<file path="config.mk">
export PLATFORM = sky130hd
export DESIGN_NAME = ranked_top_k_insertion_table_top
export DESIGN_NICKNAME = d
export VERILOG_FILES = /design/src/rtl/rtki_pkg.sv /design/src/rtl/ranked_top_k_insertion_table_top.sv
export SDC_FILE = /design/constraint.sdc
export NUM_CORES = 1
export LEC_CHECK = 0
export ABC_CLOCK_PERIOD_IN_PS = 6000
export BUFFER_PORTS_ARGS = -buffer_cell sky130_fd_sc_hd__buf_2
export CAP_MARGIN = 10
export CORE_MARGIN = 3
export CORE_UTILIZATION = 35
export CTS_CLUSTER_SIZE = 16
export DETAILED_ROUTE_END_ITERATION = 10
export GPL_TIMING_DRIVEN = 0
export PLACE_DENSITY_LB_ADDON = 0.1
export SLEW_MARGIN = 20
export SYNTH_ARGS = -nofsm -noshare
export SYNTH_HDL_FRONTEND = slang
export SYNTH_SLANG_ARGS = --single-unit
</file>
<file path="constraint.sdc">
create_clock -name clk -period 6 [get_ports clk]
set_input_delay 0.3 -clock clk [delete_from_list [all_inputs] [get_ports clk]]
set_output_delay 0.3 -clock clk [all_outputs]
set_load 0.01 [all_outputs]
</file>
<file path="src/rtl/rtki_pkg.sv">
// Shared types and constants of the ranked top-K insertion table.
package rtki_pkg;

	localparam int TABLE_DEPTH = 16;
	localparam int RANK_W      = 8;
	localparam int TAG_W       = 16;
	localparam int INDEX_W     = 4;
	localparam int COUNT_W     = 5;

	typedef enum logic [1:0] {
		CMD_CLEAR  = 2'd0,
		CMD_INSERT = 2'd1,
		CMD_READ   = 2'd2
	} cmd_t;

	typedef enum logic [2:0] {
		ST_IDLE,
		ST_CHECK,
		ST_SHIFT,
		ST_PLACE,
		ST_FINISH
	} state_t;

	typedef struct packed {
		cmd_t                 cmd;
		logic [RANK_W-1:0]    item_rank;
		logic [TAG_W-1:0]     item_tag;
		logic [INDEX_W-1:0]   read_index;
	} req_t;

	typedef struct packed {
		logic                 accepted;
		logic [INDEX_W-1:0]   placed_at;
		logic [COUNT_W-1:0]   entry_count;
		logic                 read_valid;
		logic [RANK_W-1:0]    read_rank;
		logic [TAG_W-1:0]     read_tag;
	} rsp_t;

endpackage

</file>
<file path="src/rtl/ranked_top_k_insertion_table_top.sv">
// Top level of the ranked top-K insertion table: sequencer, table memory and result register.
// The table holds up to TABLE_DEPTH entries sorted by falling rank in a memory with one read
// port and one write port, and one rank comparator walks an insert upward from the bottom of
// the table, moving one entry down per cycle. A clear or a read goes from the idle state
// straight to the finish state; a dropped insert into a full table passes through the check
// state first. An insert into a table that is not full passes through one shift state for
// every entry it pushes down, writes the item in a shift or place state and then finishes; an
// insert into a full table first passes through the check state for the compare with the last
// entry. The finish state waits while the output register holds a result not yet taken.
// The block takes a new item once the previous result sits in the output register, even if
// that result has not yet been taken; it is not ready while an item is being worked on.
module ranked_top_k_insertion_table_top (
	input  logic            clk,
	input  logic            arst_n,
	input  logic            req_valid,
	output logic            req_ready,
	input  rtki_pkg::req_t  req,
	output logic            rsp_valid,
	input  logic            rsp_ready,
	output rtki_pkg::rsp_t  rsp
);

	localparam int TABLE_DEPTH = rtki_pkg::TABLE_DEPTH;
	localparam int IDX_W = $clog2(TABLE_DEPTH);
	localparam int CNT_W = $clog2(TABLE_DEPTH + 1);
	localparam int CMP_W = (CNT_W > rtki_pkg::INDEX_W) ? CNT_W : rtki_pkg::INDEX_W;
	localparam logic [IDX_W-1:0] LAST_SLOT = IDX_W'(TABLE_DEPTH - 1);
	localparam logic [CNT_W-1:0] FULL_COUNT = CNT_W'(TABLE_DEPTH);

	// Table memory.
	logic [rtki_pkg::RANK_W-1:0] rank_mem [TABLE_DEPTH];
	logic [rtki_pkg::TAG_W-1:0]  tag_mem  [TABLE_DEPTH];

	rtki_pkg::state_t state_q, state_d;

	logic [CNT_W-1:0]            count_q;
	logic [IDX_W-1:0]            pos_q;
	logic [rtki_pkg::RANK_W-1:0] rank_q;
	logic [rtki_pkg::TAG_W-1:0]  tag_q;
	logic                        acc_q;
	logic                        rdv_q;
	logic [rtki_pkg::RANK_W-1:0] rd_rank_q;
	logic [rtki_pkg::TAG_W-1:0]  rd_tag_q;
	logic                        rsp_valid_q;
	rtki_pkg::rsp_t              rsp_q;

	logic                        accept;
	logic                        full;
	logic                        idx_ok;
	logic                        greater;
	logic                        rd_en;
	logic [IDX_W-1:0]            rd_addr;
	logic                        wr_en;
	logic                        wr_item;
	logic [IDX_W-1:0]            wr_addr;
	logic [rtki_pkg::RANK_W-1:0] wr_rank;
	logic [rtki_pkg::TAG_W-1:0]  wr_tag;
	logic                        rsp_load;

	assign accept  = req_valid & req_ready;
	assign full    = (count_q == FULL_COUNT);
	assign idx_ok  = (CMP_W'(req.read_index) < CMP_W'(count_q));
	// The one shared rank comparator: the new rank against the entry just read.
	assign greater = (rank_q > rd_rank_q);

	// Next state.
	always_comb begin
		state_d = state_q;
		unique case (state_q)
			rtki_pkg::ST_IDLE: begin
				if (accept) begin
					if (req.cmd == rtki_pkg::CMD_INSERT) begin
						if (full) begin
							state_d = rtki_pkg::ST_CHECK;
						end else if (count_q == '0) begin
							state_d = rtki_pkg::ST_PLACE;
						end else begin
							state_d = rtki_pkg::ST_SHIFT;
						end
					end else begin
						state_d = rtki_pkg::ST_FINISH;
					end
				end
			end
			rtki_pkg::ST_CHECK: begin
				state_d = greater ? rtki_pkg::ST_SHIFT : rtki_pkg::ST_FINISH;
			end
			rtki_pkg::ST_SHIFT: begin
				if (!greater) begin
					state_d = rtki_pkg::ST_FINISH;
				end else if (pos_q == IDX_W'(1)) begin
					state_d = rtki_pkg::ST_PLACE;
				end
			end
			rtki_pkg::ST_PLACE: begin
				state_d = rtki_pkg::ST_FINISH;
			end
			rtki_pkg::ST_FINISH: begin
				if (rsp_load) begin
					state_d = rtki_pkg::ST_IDLE;
				end
			end
			default: begin
				state_d = rtki_pkg::ST_IDLE;
			end
		endcase
	end

	// Sequencer outputs: memory ports and handshake.
	always_comb begin
		req_ready = 1'b0;
		rd_en     = 1'b0;
		rd_addr   = pos_q - IDX_W'(1);
		wr_en     = 1'b0;
		wr_item   = 1'b0;
		wr_addr   = pos_q;
		wr_rank   = rank_q;
		wr_tag    = tag_q;
		rsp_load  = 1'b0;
		unique case (state_q)
			rtki_pkg::ST_IDLE: begin
				req_ready = 1'b1;
				if (accept) begin
					if (req.cmd == rtki_pkg::CMD_INSERT) begin
						rd_en   = (count_q != '0);
						rd_addr = full ? LAST_SLOT : IDX_W'(count_q - CNT_W'(1));
					end else if (req.cmd == rtki_pkg::CMD_READ) begin
						rd_en   = idx_ok;
						rd_addr = IDX_W'(req.read_index);
					end
				end
			end
			rtki_pkg::ST_CHECK: begin
				rd_en = greater;
			end
			rtki_pkg::ST_SHIFT: begin
				wr_en = 1'b1;
				if (greater) begin
					// Move the entry above down one slot and look one slot higher.
					wr_rank = rd_rank_q;
					wr_tag  = rd_tag_q;
					rd_en   = (pos_q != IDX_W'(1));
					rd_addr = pos_q - IDX_W'(2);
				end else begin
					wr_item = 1'b1;
				end
			end
			rtki_pkg::ST_PLACE: begin
				wr_en   = 1'b1;
				wr_item = 1'b1;
			end
			rtki_pkg::ST_FINISH: begin
				rsp_load = !rsp_valid_q || rsp_ready;
			end
			default: begin
				req_ready = 1'b0;
			end
		endcase
	end

	always_ff @(posedge clk) begin
		if (wr_en) begin
			rank_mem[wr_addr] <= wr_rank;
			tag_mem[wr_addr]  <= wr_tag;
		end
		if (rd_en) begin
			rd_rank_q <= rank_mem[rd_addr];
			rd_tag_q  <= tag_mem[rd_addr];
		end
	end

	always_ff @(posedge clk or negedge arst_n) begin
		if (!arst_n) begin
			state_q     <= rtki_pkg::ST_IDLE;
			count_q     <= '0;
			rsp_valid_q <= 1'b0;
		end else begin
			state_q <= state_d;
			if (accept) begin
				if (req.cmd == rtki_pkg::CMD_CLEAR) begin
					count_q <= '0;
				end else if (req.cmd == rtki_pkg::CMD_INSERT && !full) begin
					count_q <= count_q + CNT_W'(1);
				end
			end
			if (rsp_load) begin
				rsp_valid_q <= 1'b1;
			end else if (rsp_ready) begin
				rsp_valid_q <= 1'b0;
			end
		end
	end

	always_ff @(posedge clk) begin
		if (accept) begin
			rank_q <= req.item_rank;
			tag_q  <= req.item_tag;
			acc_q  <= 1'b0;
			rdv_q  <= (req.cmd == rtki_pkg::CMD_READ) && idx_ok;
			pos_q  <= full ? LAST_SLOT : IDX_W'(count_q);
		end
		if (state_q == rtki_pkg::ST_SHIFT && greater) begin
			pos_q <= pos_q - IDX_W'(1);
		end
		if (wr_item) begin
			acc_q <= 1'b1;
		end
		if (rsp_load) begin
			rsp_q.accepted    <= acc_q;
			rsp_q.placed_at   <= acc_q ? rtki_pkg::INDEX_W'(pos_q) : '0;
			rsp_q.entry_count <= rtki_pkg::COUNT_W'(count_q);
			rsp_q.read_valid  <= rdv_q;
			rsp_q.read_rank   <= rdv_q ? rd_rank_q : '0;
			rsp_q.read_tag    <= rdv_q ? rd_tag_q : '0;
		end
	end

	assign rsp_valid = rsp_valid_q;
	assign rsp       = rsp_q;

endmodule

</file>
==> results.toml <==
[yosys]
synth-simple-area-share = 0.0815
syn_inst = 1358
synth_ff_type = "edfxtp_1"
syn-num-nets = 1413
synth_cell_type_count = 66
ys_seq_elements = 482
yosys_warnings = 0
seq_area_frac_synth = 0.711
muxShareOfSynthArea = 0.0438
synth_fa_ha_area_frac = 0.0130
synth.avg_cell_area_um2 = 14.9
synthXorXnorAreaFrac = 0.00302
synth_top_family_by_area = "compound AO/OA/AOI/OAI gates"
synth-compound-area-share = 0.117
netlist_area_um2 = 20300
synth_edf_count = 472
async_flop_share = 0.0187

[floorplanning]
dieArea_um2 = 60900
die_w_um = 247
io_pins = 71
die_y_um = 247
start_util = 0.357
core_um2 = 56800
row_count = 87

[timing]
slew_violations = 0
final.min_clock_period_ns = 4.94
tightest_slew_ns = 1.32
period_share = 0.823
fmax_mhz = 202
rsz0062_at_grt = "no"
final-hold-violation-count = 0
final.setup.worst_slack_ns = 1.06
skew_ns = 0.0105
slew_headroom = 0.117
whs_ns = 0.105
setup_viol = 0

[route]
antenna_left = 0
wl_per_cell_um = 24.7
vias = 12454
initialDrtViolationCount = 939
wl_um = 57600
viasPerCell = 5.33
first_pass_iters = 5
remaining_drc_errors = 0

[final_layout]
stdcell_count = 2335
drive_gt1_frac = 0.224
final_net_count = 1592
layout_commonest_cell = "edfxtp_1"
diodes = 0
layout_common_cells = "472 x edfxtp_1, 118 x nand3_1, 107 x buf_2, 85 x o21ai_0, 81 x nand2_1"
syn2layout_area_growth_pct = 18.1
fin_area_um2 = 24000

[critical_path]
worstPathMaxFanout = 10
critPathArrivalTime_ns = 5.22
worst_path_max_delay_cell = "a2111oi_1"
worstSetupPathType = "reg2reg"
cp-start-kind = "flip-flop"
timing.rr.end = "rd_tag_q[3]"
cp_top_family = "compound AO/OA/AOI/OAI gates"
critPathBufInv = 3
cp_data_required_time_ns = 6.28
worstRegToRegCells = 11
cp_cell_sequence = "inv_1 > ha_1 > o21ai_0 > o211ai_1 > o211ai_1 > buf_2 > nor2_1 > clkbuf_1 > a31oi_1 > a2111oi_1 > a2111oi_2"
rrSetupSlack_ns = 1.06
critPathMaxStageDelay_ns = 1.19
crit_path_frequent_cell = "o211ai_1"
rr_startpoint = "pos_q[0]"
cp-end-kind = "flip-flop"

[cts]
cts_sinks = 482
numCtsBuffers = 52
insertion_delay_ns = 0.60
cts_tree = "built"
clk_pin_slew_ns = 0.06
cts_max_level = 2
cts-root-to-sink-buffers = 3
clk_root_buffer_cell = "clkbuf_16"
postCtsSetupBuffers = 0

[worst_hold_path]
hp-class = "in2async"

[flow_run]
maxCapViolCount = 0

[global_routing]
grt_max_degree = 28
grt_use_total = 0.191
grt_pass1_vias = 12768
grt_pass1_wl_um = 85400
antenna_found_initial = 1
overflow = 0

[power_and_ir_drop]
power_density_nw_per_um2 = 561
power_mw = 13.4
leakagePower_nw = 7.99
vdd_drop_max_mv = 0.244

[place]
gp_congestion = 0.813
portBuffers = 69
place_ws_ns = 1.30
dp_cells = 2213
post-dp-hpwl_um = 39400
place_area_um2 = 22200

[status]
status = "finished, final reports clean"
==> state kept, by name (all words and copies together) (netlist names) <==
name,count
acc_q,1
count_q,5
pos_q,4
rank_mem,128
rank_q,8
rd_rank_q,8
rd_tag_q,16
rdv_q,1
rsp,35
rsp_valid,1
state_q,3
tag_mem,256
tag_q,16
==> power by group <==
group / total [mW] / internal [mW] / switching, mW
Sequential: 4.51 / 4.37 / 0.138
Clock: 2.95 / 1.66 / 1.30
Combinational: 5.96 / 1.99 / 3.97
Total: 13.4 / 8.02 / 5.41
==> routing by layer <==
metal,GRT usage,up-vias,share of wire
met5,0,-,0
met4,0.0568,0,0.023
met3,0.0248,73,0.047
met2,0.314,358,0.48
met1,0.266,6320,0.45
li1,-,5703,-
==> cell type report <==
class / instances / area, um2
plain buffers: 99 / 538
clock buffers: 67 / 1380
clock inverters: 29 / 160
fillers: 5260 / 32900
inverters: 21 / 78.8
multi-input cells: 756 / 5370
flip-flops and latches: 482 / 14400
well taps: 756 / 946
repair buffers: 125 / 1060
==> cell usage after synthesis (3+ instances only) <==
master     number  area (um2)
edfxtp_1      472       14200
nand3_1       118         591
o21ai_0        93         465
nand2_1        81         304
a211oi_1       48         360
mux2_2         46         518
a2111oi_2      43         646
clkbuf_1       41         154
buf_2          35         175
a21oi_1        34         170
and2_1         32         200
and3_1         30         188
mux2i_1        28         280
nor2_1         25        93.8
o22ai_1        25         156
a31oi_1        23         144
ha_1           21         263
inv_1          19        71.3
o21ai_1        17        85.1
buf_1           9        33.8
dfrtp_1         9         225
nor3_1          9        45.0
buf_6           8        90.1
o21ai_2         8        70.1
nand2b_1        7        43.8
nand4_1         7        43.8
xnor2_1         6        52.6
mux4_2          4        90.1
nor2b_1         4        25.0
a2111oi_1       3        30.0
o211ai_1        3        22.5
o21a_1          3        22.5
or3_1           3        18.8
==> cell families after synthesis <==
logic type,count (synthesis)
compound gates,322
xor+xnor,7
fa+ha+maj,21
buf+inv,120
flops,482
mux,78
simple gates,328
==> per-stage QoR <==
stage,utilization,TNS [ns]
after floorplan,-,0
after global placement,0.380,-12.98
after detailed placement,0.390,0
after CTS,0.422,0
after global routing,0.422,0
final,0.422,0
==> how the worst max path moves through the flow <==
stage | start | endpoint | cells after the start
6_report | pos_q[0] | rd_tag_q[3] | 11
5_1_grt | pos_q[0] | rd_tag_q[3] | 11
4_1_cts | pos_q[0] | rd_tag_q[3] | 11
3_5_place_dp | pos_q[0] | rd_tag_q[3] | 11
3_3_place_gp | pos_q[1] | tag_mem[1][10] | 4
2_1_floorplan | pos_q[1] | rank_mem[1][0] | 4
==> repair_timing <==
action / 4_1_cts / 5_1_grt
setup endpoints to repair: 0 / 0
gates resized for setup: 0 / 0
endpoints found under the hold margin: 34 / 0
hold buffers: 26 / 0
(Power assumes the default switching activity.)
